### src/hdl/swb_pkg.sv
package swb_pkg;

	localparam int unsigned TableDepthDef = 256;
	localparam int unsigned WordW = 32;
	localparam int unsigned LagShort = 15;
	localparam int unsigned LagLong = 237;

	typedef logic [WordW-1:0] word_t;

	typedef enum logic {
		CMD_LOAD = 1'b0,
		CMD_GEN  = 1'b1
	} cmd_t;

endpackage

### src/hdl/swb_step.sv
module swb_step import swb_pkg::*; (
	input  word_t first_word,
	input  word_t second_word,
	input  word_t prev_second,
	output word_t result
);

	logic  borrow;
	word_t sub_term;

	always_comb begin
		borrow   = (first_word < prev_second);
		sub_term = second_word + word_t'(borrow);
		result   = first_word - sub_term;
	end

endmodule

### config.mk
export PLATFORM = sky130hd
export DESIGN_NAME = swb_step
export DESIGN_NICKNAME = d
export VERILOG_FILES = /design/src/hdl/swb_pkg.sv /design/src/hdl/swb_step.sv
export SDC_FILE = /design/constraint.sdc
export NUM_CORES = 1
export LEC_CHECK = 0
export BUFFER_PORTS_ARGS = -buffer_cell sky130_fd_sc_hd__buf_2
export CORE_MARGIN = 2
export CORE_UTILIZATION = 53
export DETAILED_ROUTE_END_ITERATION = 7
export MAX_ROUTING_LAYER = met4
export PLACE_DENSITY = 0.94
export RECOVER_POWER = 50
export SLEW_MARGIN = 20
export SYNTH_ARGS = -nofsm -noshare
export SYNTH_HDL_FRONTEND = slang
export SYNTH_SLANG_ARGS = --single-unit
### constraint.sdc
create_clock -name vclk -period 5.1
set_input_delay 0 -clock vclk [all_inputs]
set_output_delay 0 -clock vclk [all_outputs]
set_load 0.005 [all_outputs]
==> results.toml <==
[worst_setup_path]
crit_path_end_kind = "output port"
slowest_stage = "fa_1"
path_cells = "clkbuf_1 > ha_1 > a21o_1 > a211o_1 > a211oi_1 > o2111ai_1 > nand4_1 > o2111ai_1 > fa_1 > inv_1 > ha_1 > nor2_1 > fa_1 > nand3b_1 > a221oi_2 > a21oi_1 > o21ai_1 > nand2_1 > a311oi_1 > buf_2"
worstPathRequired_ns = 5.10
critPathLaunchType = "input pin"
slowest_delay_ns = 0.53
path_class = "input pin to output port"
critPathArrivalTime_ns = 4.33
worstPathMaxFanout = 4

[global_routing]
grt_max_degree = 12
grt.overflow.total = 0
grt_pass1_vias = 3734
grt_pass1_wl_mm = 15.17
grt.total_usage_pct = 24.97
antenna_found_initial = 0

[timing]
setup_viol = 0
rsz0062_at_grt = "no"
final_hold_viol_count = 0
slew_viol_final = 0
tns_ns = 0
fin_crit_sh_pct = 84.85
fin_ws_ns = 0.7729
fmax_mhz = 231.1
slew_headroom_pct = 67.28
tightest_slew_ns = 0.4879
fin_crit_ns = 4.327

[routing]
wl_per_cell_um = 12.98
wl_mm = 9.096
dr.pass1.iters = 4
postRouteAntennaNets = 0
drtIter0Drc = 126
route.detailed.drc = 0
avgViaCountPerCell = 5.424
vias = 3802

[power_and_ir_drop]
ir_worst_vdd_mv = 0.09008
cellLeakagePower_nw = 2.467
p_per_area_mw_per_mm2 = 161.9
p_total_uw = 669.1

[min_path]
hp-class = "input pin to output port"

[die]
core_mm2 = 0.006350
io_pins = 128
start_util_pct = 54.66
fp.dieH_um = 84.93
std_cell_rows = 29
die_w_um = 84.93
die_area_mm2 = 0.007212

[placement]
dp_cells = 701
place_ws_ns = 0.8092
port_buffers = 128
gp_congestion = 0.8919
placed_cell_area_mm2 = 0.004155
hpwlAfterDp_mm = 8.188

[synth]
yosys_warnings = 0
synth.distinct_cells = 58
synth_nets = 697
synth_area_mm2 = 0.003471
ys_seq_area_share_pct = 0
synth.avg_cell_area_um2 = 6.832
synthCells = 508

[layout]
clkbuf_count = 0
ff_latch_area_um2 = 0
drive_gt1_share_pct = 20.03
nFlopsAndLatches = 0
final_cells = 701
fill_cells = 546
nets = 815
antenna_cells = 0
layout_common_cells = "130 x inv_1, 115 x buf_2, 91 x ha_1"
area_growth_pct = 19.03
design_area_mm2 = 0.004131
final_common_cell = "inv_1"

[clock_network]
ctsResizeCount = 0
ctsHoldBuffers = 0
cts_setup_buffers = 0

[run_status]
status = "completed"

[run]
max_cap_violations = 0
[kinds of logic (layout without fill, tap and decap cells)]
kind of cell / after synthesis / in the layout / synth area share, %
buffers and inverters: 142 / 258 / 15.57
xor gates and xnor gates: 27 / 27 / 6.813
AOI/OAI and AO/OA: 133 / 133 / 26.64
and+or+nand+nor: 113 / 113 / 17.02
adders and majority gates: 93 / 93 / 33.96
[critical path: cells and delay by family]
kind	cells	cell delay (ns)
AO/OA/AOI/OAI	9	2.23
AND/OR/NAND/NOR	4	0.51
adder cells (fa/ha/maj)	4	1.26
buffers and inverters	3	0.31
[where the power goes]
group | switching, mW | internal [mW]
sequential | 0 | 0
clock | 0 | 0
combinational | 0.377 | 0.292
[area by class of cell]
type / instances / area, um2 / share of cell area, %
tap: 77 / 96.34 / 2.332
inverter: 130 / 488.0 / 11.81
timing repair buffer: 128 / 628.1 / 15.20
multi-input combinational: 366 / 2919 / 70.65
[metal layers]
metal  vias to the layer above  wire length, um  GRT usage, %
li1                       1979                -             -
met3                        14              487         1.167
met2                       118             4733         47.53
met5                         -                0             -
met4                         0              155         5.051
met1                      1691             3720         28.93
[cells in the mapped netlist (all sizes together) (5+ instances only)]
cell type | instances | area [um2]
a211o | 7 | 62.56
a21o | 18 | 135.1
a21oi | 40 | 200.2
and3 | 5 | 31.28
buf | 6 | 30.03
clkbuf | 6 | 22.52
ha | 91 | 1139
inv | 130 | 488.0
nand2 | 31 | 116.4
nand2b | 5 | 31.28
nand3 | 6 | 30.03
nand4 | 15 | 100.1
nor2 | 24 | 90.09
nor3 | 7 | 46.30
o21a | 9 | 67.56
o21ai | 17 | 85.08
o31ai | 5 | 42.54
or3 | 5 | 36.28
xnor2 | 14 | 122.6
xor2 | 13 | 113.9
[worst paths after layout]
kind          start          to  cells past startpoint
max   first_word[9]  result[26]                     20
min   first_word[1]   result[0]                      3
[stage by stage]
step / hold slack (ns) / utilization [%]
after floorplan: 0.05140 / -
after global placement: 0.3184 / 65.44
after detailed placement: 0.3382 / 65.44
after CTS: 0.3349 / 65.44
after global routing: 0.3354 / 65.06
final: 0.3184 / 65.06
Power figures use the tool's default switching activity.
